`config.mk`:
```
export PLATFORM = sky130hd
export DESIGN_NAME = iteration_count_hue_colormap
export DESIGN_NICKNAME = d
export VERILOG_FILES = /design/src/rtl/core/ichm_pkg.sv /design/src/rtl/core/ichm_hue_div.sv /design/src/rtl/core/ichm_wheel.sv /design/src/rtl/core/iteration_count_hue_colormap.sv
export SDC_FILE = /design/constraint.sdc
export NUM_CORES = 2
export LEC_CHECK = 0
export BUFFER_PORTS_ARGS = -buffer_cell sky130_fd_sc_hd__buf_2
export CORE_AREA = 2 2 317 381
export DETAILED_ROUTE_END_ITERATION = 7
export DIE_AREA = 0 0 319 383
export PLACE_DENSITY = 0.72
export SETUP_SLACK_MARGIN = 0.02
export SLEW_MARGIN = 20
export SYNTH_ARGS = -nofsm -noshare
export SYNTH_HDL_FRONTEND = slang
export SYNTH_HIERARCHICAL = 1
export SYNTH_SLANG_ARGS = --single-unit
```
`constraint.sdc`:
```
create_clock -name clk -period 4.6 [get_ports clk]
set_input_delay 0.46 -clock clk [delete_from_list [all_inputs] [get_ports clk]]
set_output_delay 0.46 -clock clk [all_outputs]
set_load 0.02 [all_outputs]
```
`src/rtl/core/ichm_pkg.sv`:
```
`timescale 1ns / 1ps
// ----------------------------------------------------------------------------
// ichm_pkg
// Shared types and constants of the iteration count hue colormap.
// ----------------------------------------------------------------------------
package ichm_pkg;

  // integer part of the hue, 0..250 fits in eight bits
  localparam int unsigned HUE_INT_BITS = 8;
  localparam int unsigned HUE_TOP_INT  = 250;

  // one color component
  localparam int unsigned COLOR_BITS = 8;
  typedef logic [COLOR_BITS-1:0] color_t;
  localparam color_t COLOR_MAX = 8'd250;

  // hue wheel: slope 250/60 = 25/6, segments 60 hue units wide
  localparam int unsigned SLOPE_NUM   = 25;
  localparam int unsigned SLOPE_BITS  = 5;
  localparam int unsigned SEG_SPAN    = 60;
  localparam int unsigned SEG_SPAN_X2 = 120;
  localparam int unsigned SEG_SPAN_X3 = 180;
  localparam int unsigned SEG_SPAN_X4 = 240;
  // 500 and 1000 color units, times the divisor 6
  localparam int unsigned WHEEL_MID   = 3000;
  localparam int unsigned WHEEL_END   = 6000;

  // integer part of 25*h, at most 6250
  localparam int unsigned VAL_BITS    = HUE_INT_BITS + SLOPE_BITS;

  // divide by 6 as multiply by ceil(2^16/6) and shift
  localparam int unsigned RECIP6       = 10923;
  localparam int unsigned RECIP_BITS   = 14;
  localparam int unsigned RECIP_SHIFT  = 16;

  // hue wheel segment, one-hot
  typedef enum logic [4:0] {
    SEG_RISE_G = 5'b00001,
    SEG_FALL_R = 5'b00010,
    SEG_RISE_B = 5'b00100,
    SEG_FALL_G = 5'b01000,
    SEG_RISE_R = 5'b10000
  } seg_t;

endpackage

```
`src/rtl/core/ichm_hue_div.sv`:
```
`timescale 1ns / 1ps
// ----------------------------------------------------------------------------
// ichm_hue_div
// Hue scaling: count*250 over max_count as a pipelined restoring divider,
// one quotient bit per stage, saturating at 250.0.
// ----------------------------------------------------------------------------
module ichm_hue_div import ichm_pkg::*; #(
  parameter int unsigned COUNT_BITS        = 24,
  parameter int unsigned HUE_FRACTION_BITS = 8
) (
  input  logic                                      clk,
  input  logic                                      rst_n,
  input  logic [COUNT_BITS-1:0]                     max_count,
  input  logic                                      in_valid,
  output logic                                      in_ready,
  input  logic [COUNT_BITS-1:0]                     in_count,
  output logic                                      out_valid,
  input  logic                                      out_ready,
  output logic [HUE_INT_BITS+HUE_FRACTION_BITS-1:0] out_hue
);

  localparam int unsigned QB = HUE_INT_BITS + HUE_FRACTION_BITS;
  localparam int unsigned PW = COUNT_BITS + HUE_INT_BITS;
  localparam logic [QB-1:0] HUE_TOP = QB'(HUE_TOP_INT) << HUE_FRACTION_BITS;

  logic [QB:0]           vld_r;
  logic [QB+1:0]         rdy;
  logic [QB:0]           sat_r;
  logic [COUNT_BITS-1:0] rem_r [QB+1];
  logic [QB-1:0]         nb_r  [QB+1];
  logic [QB-1:0]         q_r   [QB+1];

  logic [PW-1:0]         prod;
  logic                  sat_nxt;

  // back pressure: a stage takes a beat when empty or when it moves on
  assign rdy[QB+1] = out_ready;
  assign in_ready  = rdy[0];

  // front stage: count*250 and saturation check
  assign prod    = PW'(in_count) * PW'(HUE_TOP_INT);
  assign sat_nxt = (max_count == '0) || (in_count > max_count);
  assign rdy[0]  = ~vld_r[0] | rdy[1];

  always_ff @(posedge clk) begin
    if (!rst_n) begin
      vld_r[0] <= 1'b0;
    end else if (rdy[0]) begin
      vld_r[0] <= in_valid;
    end
  end

  // top bits of the dividend start the remainder, the rest are shifted in
  always_ff @(posedge clk) begin
    if (rdy[0] && in_valid) begin
      rem_r[0] <= prod[PW-1:HUE_INT_BITS];
      nb_r[0]  <= QB'(prod[HUE_INT_BITS-1:0]) << HUE_FRACTION_BITS;
      q_r[0]   <= '0;
      sat_r[0] <= sat_nxt;
    end
  end

  // divider stages, one quotient bit each
  for (genvar k = 1; k <= QB; k++) begin : g_stage
    logic [COUNT_BITS:0]   sh;
    logic [COUNT_BITS:0]   df;
    logic                  ge;
    logic [COUNT_BITS-1:0] rem_nxt;

    assign sh      = {rem_r[k-1], nb_r[k-1][QB-1]};
    assign df      = sh - {1'b0, max_count};
    assign ge      = sh >= {1'b0, max_count};
    assign rem_nxt = ge ? df[COUNT_BITS-1:0] : sh[COUNT_BITS-1:0];
    assign rdy[k]  = ~vld_r[k] | rdy[k+1];

    always_ff @(posedge clk) begin
      if (!rst_n) begin
        vld_r[k] <= 1'b0;
      end else if (rdy[k]) begin
        vld_r[k] <= vld_r[k-1];
      end
    end

    always_ff @(posedge clk) begin
      if (rdy[k] && vld_r[k-1]) begin
        rem_r[k] <= rem_nxt;
        nb_r[k]  <= nb_r[k-1] << 1;
        q_r[k]   <= {q_r[k-1][QB-2:0], ge};
        sat_r[k] <= sat_r[k-1];
      end
    end

    // partial remainder always stays below the divisor
    a_rem_bound: assert property (@(posedge clk) disable iff (!rst_n)
      (vld_r[k] && !sat_r[k]) |-> (rem_r[k] < max_count))
      else $error("divider remainder not below max_count");
  end

  // saturated counts map to the top of the hue range
  assign out_valid = vld_r[QB];
  assign out_hue   = sat_r[QB] ? HUE_TOP : q_r[QB];

  // quotient never passes the top of the hue range
  a_hue_range: assert property (@(posedge clk) disable iff (!rst_n)
    out_valid |-> (q_r[QB] <= HUE_TOP || sat_r[QB]))
    else $error("hue quotient above 250");

endmodule

```
`src/rtl/core/ichm_wheel.sv`:
```
`timescale 1ns / 1ps
// ----------------------------------------------------------------------------
// ichm_wheel
// Piecewise-linear hue wheel: segment select, divide by 6, color assembly,
// three register stages.
// ----------------------------------------------------------------------------
module ichm_wheel import ichm_pkg::*; #(
  parameter int unsigned HUE_FRACTION_BITS = 8
) (
  input  logic                                      clk,
  input  logic                                      rst_n,
  input  logic                                      in_valid,
  output logic                                      in_ready,
  input  logic [HUE_INT_BITS+HUE_FRACTION_BITS-1:0] in_hue,
  output logic                                      out_valid,
  input  logic                                      out_ready,
  output color_t                                    out_red,
  output color_t                                    out_green,
  output color_t                                    out_blue
);

  localparam int unsigned QB = HUE_INT_BITS + HUE_FRACTION_BITS;
  localparam int unsigned TW = QB + SLOPE_BITS;
  localparam int unsigned RW = VAL_BITS + RECIP_BITS;

  localparam logic [QB-1:0] H_SEG1 = QB'(SEG_SPAN)    << HUE_FRACTION_BITS;
  localparam logic [QB-1:0] H_SEG2 = QB'(SEG_SPAN_X2) << HUE_FRACTION_BITS;
  localparam logic [QB-1:0] H_SEG3 = QB'(SEG_SPAN_X3) << HUE_FRACTION_BITS;
  localparam logic [QB-1:0] H_SEG4 = QB'(SEG_SPAN_X4) << HUE_FRACTION_BITS;
  localparam logic [TW-1:0] T_MID  = TW'(WHEEL_MID)   << HUE_FRACTION_BITS;
  localparam logic [TW-1:0] T_END  = TW'(WHEEL_END)   << HUE_FRACTION_BITS;

  logic                s1_vld_r, s2_vld_r, s3_vld_r;
  logic                rdy1, rdy2, rdy3;
  seg_t                s1_seg_r, s2_seg_r;
  seg_t                seg_nxt;
  logic [VAL_BITS-1:0] s1_val_r;
  color_t              s2_q_r;
  logic [TW-1:0]       t;
  logic [TW-1:0]       x_nxt;
  logic [RW-1:0]       prod;
  color_t              red_nxt, green_nxt, blue_nxt;
  color_t              red_r, green_r, blue_r;

  // stage ready chain
  assign rdy3     = ~s3_vld_r | out_ready;
  assign rdy2     = ~s2_vld_r | rdy3;
  assign rdy1     = ~s1_vld_r | rdy2;
  assign in_ready = rdy1;

  always_ff @(posedge clk) begin
    if (!rst_n) begin
      s1_vld_r <= 1'b0;
      s2_vld_r <= 1'b0;
      s3_vld_r <= 1'b0;
    end else begin
      if (rdy1) s1_vld_r <= in_valid;
      if (rdy2) s2_vld_r <= s1_vld_r;
      if (rdy3) s3_vld_r <= s2_vld_r;
    end
  end

  // stage 1: 25*h, pick the segment and the ramp offset within it
  assign t = TW'(in_hue) * TW'(SLOPE_NUM);

  always_comb begin
    priority if (in_hue < H_SEG1) begin
      seg_nxt = SEG_RISE_G;
      x_nxt   = t;
    end else if (in_hue < H_SEG2) begin
      seg_nxt = SEG_FALL_R;
      x_nxt   = T_MID - t;
    end else if (in_hue < H_SEG3) begin
      seg_nxt = SEG_RISE_B;
      x_nxt   = t - T_MID;
    end else if (in_hue < H_SEG4) begin
      seg_nxt = SEG_FALL_G;
      x_nxt   = T_END - t;
    end else begin
      seg_nxt = SEG_RISE_R;
      x_nxt   = t - T_END;
    end
  end

  always_ff @(posedge clk) begin
    if (rdy1 && in_valid) begin
      s1_seg_r <= seg_nxt;
      s1_val_r <= x_nxt[TW-1:HUE_FRACTION_BITS];
    end
  end

  // stage 2: divide by 6 through the reciprocal
  assign prod = RW'(s1_val_r) * RW'(RECIP6);

  always_ff @(posedge clk) begin
    if (rdy2 && s1_vld_r) begin
      s2_seg_r <= s1_seg_r;
      s2_q_r   <= prod[RECIP_SHIFT+COLOR_BITS-1:RECIP_SHIFT];
    end
  end

  // stage 3: place the ramp value and the constant components
  always_comb begin
    unique case (s2_seg_r)
      SEG_RISE_G: begin
        red_nxt = COLOR_MAX; green_nxt = s2_q_r;    blue_nxt = '0;
      end
      SEG_FALL_R: begin
        red_nxt = s2_q_r;    green_nxt = COLOR_MAX; blue_nxt = '0;
      end
      SEG_RISE_B: begin
        red_nxt = '0;        green_nxt = COLOR_MAX; blue_nxt = s2_q_r;
      end
      SEG_FALL_G: begin
        red_nxt = '0;        green_nxt = s2_q_r;    blue_nxt = COLOR_MAX;
      end
      SEG_RISE_R: begin
        red_nxt = s2_q_r;    green_nxt = '0;        blue_nxt = COLOR_MAX;
      end
      default: begin
        red_nxt = '0;        green_nxt = '0;        blue_nxt = '0;
      end
    endcase
  end

  always_ff @(posedge clk) begin
    if (rdy3 && s2_vld_r) begin
      red_r   <= red_nxt;
      green_r <= green_nxt;
      blue_r  <= blue_nxt;
    end
  end

  assign out_valid = s3_vld_r;
  assign out_red   = red_r;
  assign out_green = green_r;
  assign out_blue  = blue_r;

  // ramp value out of the divide stays within the color range
  a_ramp_range: assert property (@(posedge clk) disable iff (!rst_n)
    s2_vld_r |-> (s2_q_r <= COLOR_MAX))
    else $error("ramp value above 250");

  // every wheel color has one component at full scale
  a_one_full: assert property (@(posedge clk) disable iff (!rst_n)
    out_valid |-> (out_red == COLOR_MAX || out_green == COLOR_MAX ||
                   out_blue == COLOR_MAX))
    else $error("no component at full scale");

endmodule

```
`src/rtl/core/iteration_count_hue_colormap.sv`:
```
`timescale 1ns / 1ps
// ----------------------------------------------------------------------------
// iteration_count_hue_colormap
// Maps a fractal iteration count to an RGB color on a hue wheel.
// ----------------------------------------------------------------------------
// Takes one pixel beat per clock while the output is not stalled and returns
// one color beat per pixel, in order. The hue is count*250/max_count with
// HUE_FRACTION_BITS fraction bits, saturated at 250.0 for counts above
// max_count or a max_count of zero; the color follows a five-segment linear
// hue wheel, components 0..250. The pipeline has one front stage, one divider
// stage per hue bit of the restoring divider, and three hue wheel stages.
// Back pressure fills bubbles stage by stage. Write max_count only while no
// pixel is in flight.
module iteration_count_hue_colormap import ichm_pkg::*; #(
  parameter int unsigned COUNT_BITS        = 24,
  parameter int unsigned HUE_FRACTION_BITS = 8
) (
  input  logic                  clk,
  input  logic                  rst_n,
  input  logic                  cfg_we,
  input  logic [COUNT_BITS-1:0] cfg_wdata,
  input  logic                  in_valid,
  output logic                  in_ready,
  input  logic [COUNT_BITS-1:0] in_iteration_count,
  output logic                  out_valid,
  input  logic                  out_ready,
  output color_t                out_red,
  output color_t                out_green,
  output color_t                out_blue
);

  localparam int unsigned QB = HUE_INT_BITS + HUE_FRACTION_BITS;

  logic [COUNT_BITS-1:0] max_count_r;
  logic                  hue_valid;
  logic                  hue_ready;
  logic [QB-1:0]         hue;

  // iteration limit register
  always_ff @(posedge clk) begin
    if (!rst_n) begin
      max_count_r <= COUNT_BITS'(255);
    end else if (cfg_we) begin
      max_count_r <= cfg_wdata;
    end
  end

  // count to hue
  ichm_hue_div #(
    .COUNT_BITS        (COUNT_BITS),
    .HUE_FRACTION_BITS (HUE_FRACTION_BITS)
  ) u_hue_div (
    .clk       (clk),
    .rst_n     (rst_n),
    .max_count (max_count_r),
    .in_valid  (in_valid),
    .in_ready  (in_ready),
    .in_count  (in_iteration_count),
    .out_valid (hue_valid),
    .out_ready (hue_ready),
    .out_hue   (hue)
  );

  // hue to color
  ichm_wheel #(
    .HUE_FRACTION_BITS (HUE_FRACTION_BITS)
  ) u_wheel (
    .clk       (clk),
    .rst_n     (rst_n),
    .in_valid  (hue_valid),
    .in_ready  (hue_ready),
    .in_hue    (hue),
    .out_valid (out_valid),
    .out_ready (out_ready),
    .out_red   (out_red),
    .out_green (out_green),
    .out_blue  (out_blue)
  );

endmodule
```
; Yosys cells after proc, flatten, opt, wreduce, memory -nomap -nowiden
; Memory sizes are Yosys's and may differ from the RTL's.
; Index checks and enable logic that the tools add are counted.
; Widths: inputs -> output; s select.
[totals]
mem_bits_rw = 935
ff_bits = 116
inputBits = 53
mem_count = 3
[mem_list]
columns = memory, depth, word_bits, rd, rd_ports_with_merged_regs, wr, line_no
row1 = u_hue_div.rem_r, 17, 24, 16, 0, 17, ichm_hue_div.sv:29  ; logic [COUNT_BITS-1:0] rem_r [QB+1];
row2 = u_hue_div.q_r, 17, 16, 17, 0, 17, ichm_hue_div.sv:31  ; logic [QB-1:0] q_r [QB+1];
row3 = u_hue_div.nb_r, 17, 15, 16, 0, 17, ichm_hue_div.sv:30  ; logic [QB-1:0] nb_r [QB+1];
[classes]
multipliers = 3
magnitude_cmp = 21
reduce_logical = 28
muxes = 61
n_bitwise = 40
add_sub_neg = 20
eq_ne = 5
[ops]
columns = op, count
row1 = $ge 25x24->1, 16
row2 = $mux 24, 16
row3 = $sub 24x24->24, 16
row4 = $mux 21, 4
row5 = $pmux 8 s2, 3
row6 = $mux 1, 34
row7 = $lt 16x16->1 const B, 2
row8 = $mul 24x7->31 const B, 1
row9 = $gt 24x24->1, 1
row10 = $logic_not 24->1, 1
row11 = $mul 13x14->24 const B, 1
row12 = $mul 16x5->21 const B, 1
row13 = $sub 20x21->21 const A, 1
row14 = $sub 21x20->21 const B, 1
row15 = $sub 21x21->21 const A, 1
row16 = $sub 21x21->21 const B, 1
row17 = $logic_and 1x1->1, 20
row18 = $not 1->1, 20
row19 = $or 1x1->1, 20
row20 = $lt 16x14->1 const B, 1
row21 = $lt 16x15->1 const B, 1
row22 = $mux 16, 1
row23 = $reduce_or 2->1, 5
row24 = $eq 5x1->1 const B, 1
row25 = other kinds (9), 9

; Depth between registers and ports, before layout
[depth]
depth_word = 24
mapped_depth = 22

; Hierarchy
; Netlist, hierarchy kept.
[by_module_without_submodules]
columns = module, area_each_um2, cells_each, instances, seq_area_each_um2
row1 = ichm_hue_div, 44815.5, 4293, 1, 17306.6
row2 = ichm_wheel, 7215.7, 724, 1, 1711.6
row3 = iteration_count_hue_colormap, 909.6, 77, 1, 480.5

; Worst setup path before layout
; No wires, ideal clock.
[synth_path]
path_type = input-to-reg
from = input port in_iteration_count[5]
to = memory u_hue_div.rem_r[0][23] (data pin)
setup_time_ns = 0.258
path_slack_ns = -0.339
stages = 16
arrival_time_ns = 4.681
required_ns = 4.342
cell_sequence = inv_1 > fa_1 > inv_1 > ha_1 > xnor2_1 > fa_1 > fa_1 > inv_1 > ha_1 > or3_1 > or3_1 > o211a_1 > a211oi_2 > o221ai_1 > o41a_1 > xnor2_1
[synth_rtl]
columns = item, line_no
row1 = from (decl), iteration_count_hue_colormap.sv:24  ; input logic [COUNT_BITS-1:0] in_iteration_count,
row2 = to (decl), ichm_hue_div.sv:29

; Worst setup path in the final report
[layout_path]
from = register u_hue_div.sat_r[16]
to = register u_wheel.s1_val_r[10] (data pin)
[layout_via]
elab_chain_len = 7
elab_cells_between_ends = 14
classes_between = 4 x add/sub / 1 x mul / 4 x order compare / 5 x mux
[layout_rtl]
columns = item, line_no
row1 = from (decl), ichm_hue_div.sv:28  ; logic [QB:0] sat_r;
row2 = "from (signal, indexed assignment)", ichm_hue_div.sv:89  ; sat_r[k] <= sat_r[k-1];
row3 = $mux 16 (*), ichm_hue_div.sv:101  ; assign out_hue = sat_r[QB] ? HUE_TOP : q_r[QB];
row4 = via hue[2], iteration_count_hue_colormap.sv:37  ; logic [QB-1:0] hue;
row5 = $mul 16x5->21, ichm_wheel.sv:64  ; assign t = TW'(in_hue) * TW'(SLOPE_NUM);
row6 = $sub 21x21->21 (on tied branches), "ichm_wheel.sv:81, ichm_wheel.sv:78"
row7 = $mux 21, ichm_wheel.sv:76  ; end else if (in_hue < H_SEG4) begin
row8 = $mux 21, ichm_wheel.sv:73  ; end else if (in_hue < H_SEG3) begin
row9 = $mux 21, ichm_wheel.sv:70  ; end else if (in_hue < H_SEG2) begin
row10 = $mux 21 (*), ichm_wheel.sv:67  ; priority if (in_hue < H_SEG1) begin
row11 = via u_wheel.x_nxt[18], ichm_wheel.sv:40  ; logic [TW-1:0] x_nxt;
row12 = to (signal assigned), ichm_wheel.sv:88  ; s1_val_r <= x_nxt[TW-1:HUE_FRACTION_BITS];
row13 = to (decl), ichm_wheel.sv:37  ; logic [VAL_BITS-1:0] s1_val_r;
; Mark *: on every way through the listed nets, which the timed path passes. The rest lies on a longest branch.
; A chain may end at the register's enable or synchronous reset.

==> metrics list <==
- Setup violations remaining at the end of the flow were counted as 13.
- Post-Synthesis Cells: between 5,000 and 6,000
- In the finished design, the share of the clock period the worst path needs comes to 1.05.
- Total net switching power: around 7.3 mW
- In this run the most used layer during global routing was met2.
- Dividing total power by cell area gives a power density of around 360 nW/µm².
- Of the total power, registers draw 0.340.
* Initial Util: 0.445
- Hold timing on the final database bottoms out at a slack of roughly 0.04 ns.
- Worst relative slew slack: 0.248
* Max Fclk: just over 200 MHz
* Clock slew at the register clock pins of the worst setup and hold paths: approximately 0.06 ns
- TritonCTS built the clock tree.
* Post-Synth Simple-Gate Area: 0.124
- Across all layers, the routed design uses roughly 41,000 vias.
* Number of max-capacitance violations reported: 0
- The share of total power dissipated in the clock network is 0.278.
- Area grow syn2layout: 16.1%
- Count of state elements after synthesis: 664
- Buffers inserted during clock tree synthesis total 75.
- Total power: between 20 and 25 mW
- Routability-driven placement finished with a final weighted congestion of between 0.9 and 1.
- The total area inside the core boundary comes to 119,000 µm².
- Number of input and output port buffers inserted: slightly below 80
* Global route total overflow: 0
- Antenna violations before repair: 1
* Final hold viol count: 0
* Cell area after synthesis: 52,900 µm²
- Maximum count of clock buffers along a single path: 3
- STA classifies the critical path endpoint as a register.
* Largest fanout of any net on the critical path: 8
- End-of-flow core utilization: 0.517
- Summed over all layers, the routed wires come to roughly 150,000 µm.
- Vias in the first global route: 41,400
- Final HPWL DP: ~110,000 µm
- Worst Setup Start Kind: register
* Endpoint required time on the critical path: 4.98 ns
* Unique masters post-synth: ~120
- Routed len/inst: 20.4 µm
* Data arrival time of the critical path: around 5.2 ns
* Commonest register cell after synthesis: edfxtp_1
- Number of top-level pins: slightly below 80
* Main combinational cell family by area after synthesis: adder cells
- Of the total power, the share spent switching nets is 0.329.
- Pin count of the biggest net entering global routing: between 40 and 50
* Post-Synth XOR/XNOR Area: 0.0529
- For the final routed database, the setup TNS stands at -1.46 ns.
- Unrepaired setup endpoints after global routing: true
* CP delay by family, top: simple AND/OR/NAND/NOR gates
- Total of warnings raised by yosys: 6
* Final period demand of the worst path: a little under 5 ns
- IR analysis of the VDD net gives a maximum drop of ~320 µV.
- Routed vias/inst: 5.79
- The portion of synthesized area spent on multiplexers is 0.0537.
- Failing checks: setup timing
* Clk sink count: 664
- Walking the worst path, the cells encountered are buf_8 -> nor2b_4 -> inv_2 -> ha_4 -> ha_4 -> fa_1 -> ha_4 -> xor2_1 -> or4_4 -> a2111o_1 -> or4_4 -> or3_4 -> a211oi_2 -> o21ai_1 -> a311oi_2 -> xnor2_1.
- Synthesized-area fraction occupied by ao, oa, aoi and oai cells: 0.161
* Adder-Cell Fraction of Synth Area: 0.202
- Counting flops with an async set or reset pin after synthesis yields a share of 0.
* Critical-path top delay cell: or4_4
- Clk Tree Root Cell: clkbuf_16
- Layout net count: ~6,300
* Overall die area: around 120,000 µm²
- Deepest level of the CTS H-tree: 3
* Part of the power in combinational logic: 0.382
* Worst skew pair latency: approximately 0.65 ns
- Fraction of layout cells with a size suffix above 1: 0.185
- Outcome: complete, but fails checks
- Die extent in y: around 380 µm
- CP Buf/Inv Count: 2
* Setup WS post-layout: -0.249 ns
- In this run, the number of DRC markers left after iteration 0 of detailed routing was between 2,000 and 3,000.
* Number of enable flip-flop cells after synthesis: 620
- The analysis attributes to cell leakage a power of 25.0 nW.
- Global-route met3 utilization: 0.0334
- The internal power of the cells totals between 10 and 15 mW.
- Row cnt: between 100 and 150
- Share of synthesized area occupied by flip-flops and latches: 0.368
- By startpoint and endpoint, the worst setup path is classified as register to register.
- The clock arrives with roughly 0.025 ns of skew.
- Mean instance size in the synthesized netlist: 10.4 µm²
- Remaining routing DRC violations: 0
- First-pass iteration count of the detailed router: 5
- The first global-routing pass estimated 224,000 µm of wire.
- Met1 usage in global routing: 0.257
* Path class of the lowest-slack min-delay path: primary input to register
* Slew Limit Fails: 0
* Stage delay of the slowest cell on the critical path: roughly 0.56 ns
- At the pin with the least slew margin, the transition time is approximately 1.1 ns.
- Remaining antenna violation count: 0
* GRT met2 Usage: 0.419
- GRT Util Overall: 0.232
- Chip width: ~320 µm
- Cell type with the highest occurrence count on the critical path: ha_4
* Net count of the mapped netlist: 5,907
[layout make-up]
cell class,count,area [µm²]
Inverter,394,1500
Tap cell,1551,1940
Clock inverter,45,473
Multi-Input combinational cell,3955,32700
Timing Repair Buffer,435,3280
Fill cell,10300,57500
Antenna cell,1,2.50
Clock buffer,94,2020
Sequential cell,664,19500
[placed cells by master, fill, tap and decap left out, types with 74 or more instances in the layout]
master | synthesis | routed
a21o_1 | 144 | 144
a21oi_1 | 391 | 376
buf_2 | 14 | 78
buf_4 | 1 | 333
clkbuf_16 | 0 | 79
edfxtp_1 | 620 | 620
fa_1 | 155 | 150
ha_1 | 605 | 561
inv_1 | 385 | 361
mux2_2 | 168 | 168
nand2_1 | 328 | 325
nand3_1 | 98 | 96
nand4_1 | 76 | 76
nor2_1 | 329 | 324
nor2b_1 | 101 | 79
nor3_1 | 79 | 74
o21a_1 | 80 | 79
o21ai_0 | 269 | 262
xnor2_1 | 196 | 193
xor2_1 | 124 | 120
[power by group through the flow]
| stage | registers (mW) | logic (mW) | clock network (mW) |
|---|---|---|---|
| final | 7.51 | 8.43 | 6.13 |
| after global routing | 7.52 | 9.30 | 6.48 |
| after CTS | 7.50 | 8.31 | 6.24 |
| after detailed placement | 7.63 | 8.26 | 0 |
| after global placement | 7.62 | 8.09 | 0 |
| after floorplan | 7.48 | 5.78 | 0 |
[worst min-delay path: cells and delay by family]
| kind | cells | cell delay [ns] |
|---|---|---|
| simple gates | 1 | 0.06 |
| mux | 1 | 0.05 |
| buf+inv | 1 | 0.08 |
[logic make-up (layout without fill, tap and decap cells)]
family,Yosys count,after routing
flops,664,664
simple gates,1318,1318
mux,249,249
buf+inv,475,968
xor+xnor,320,320
compound gates,1308,1308
fa+ha+maj,760,760
other cells,0,1
[layer usage]
layer	up-vias	wire, µm
met5	-	0
met3	429	7480
met4	0	9800
met2	1244	73100
met1	20000	55200
li1	19700	-
[final timing paths]
check	from	endpoint	slack, ns	depth (start not counted)
setup reg to reg	u_hue_div/sat_r[16]	u_wheel/s1_val_r[10]	-0.25	16
hold reg to reg	u_hue_div/q_r[0][199]	u_hue_div/q_r[0][216]	0.41	0
hold / removal	cfg_wdata[7]	max_count_r[7]	0.04	3
setup / recovery	u_hue_div/sat_r[16]	u_wheel/s1_val_r[10]	-0.25	16
[cell usage after synthesis, types with 80 or more instances]
cell	n	area [µm²]
edfxtp_1	620	18600
ha_1	605	7570
a21oi_1	391	1960
inv_1	385	1450
nor2_1	329	1230
nand2_1	328	1230
o21ai_0	269	1350
xnor2_1	196	1720
mux2_2	168	1890
fa_1	155	3100
a21o_1	144	1080
xor2_1	124	1090
nor2b_1	101	632
nand3_1	98	490
o21a_1	80	601
[flip-flops by register name, summed over array words and instances, names as in the netlist]
| register | cells |
|---|---|
| u_wheel/s2_seg_r | 5 |
| u_wheel/s2_vld_r | 1 |
| max_count_r | 24 |
| u_hue_div/out_valid | 1 |
| u_wheel/s1_seg_r | 5 |
| u_wheel/s2_q_r | 8 |
| u_hue_div/rem_r | 384 |
| u_hue_div/nb_r | 28 |
| u_hue_div/sat_r | 17 |
| u_wheel/s1_val_r | 13 |
| u_wheel/out_green | 8 |
| u_wheel/out_blue | 8 |
| u_hue_div/q_r | 136 |
| u_wheel/out_red | 8 |
| u_wheel/out_valid | 1 |
| u_wheel/s1_vld_r | 1 |
| u_hue_div/vld_r | 16 |
[stage by stage]
stage,cell area [µm²],instances,worst slack (ns)
floorplan,53200,5094,-0.193
CTS,60600,7106,-0.158
global placement,57500,6950,-0.560
detailed placement,57600,6950,-0.632
global route,61500,7139,-0.437
finish,61500,7139,-0.249
[timing repair]
action                     CTS  global route
setup buffers               17            28
gates cloned                 0             1
setup endpoints to repair   15            22
hold buffers                 0             0
gates resized for setup     77            96
pin swaps                   44            69
No activity file was read; power rests on OpenSTA's default activity.
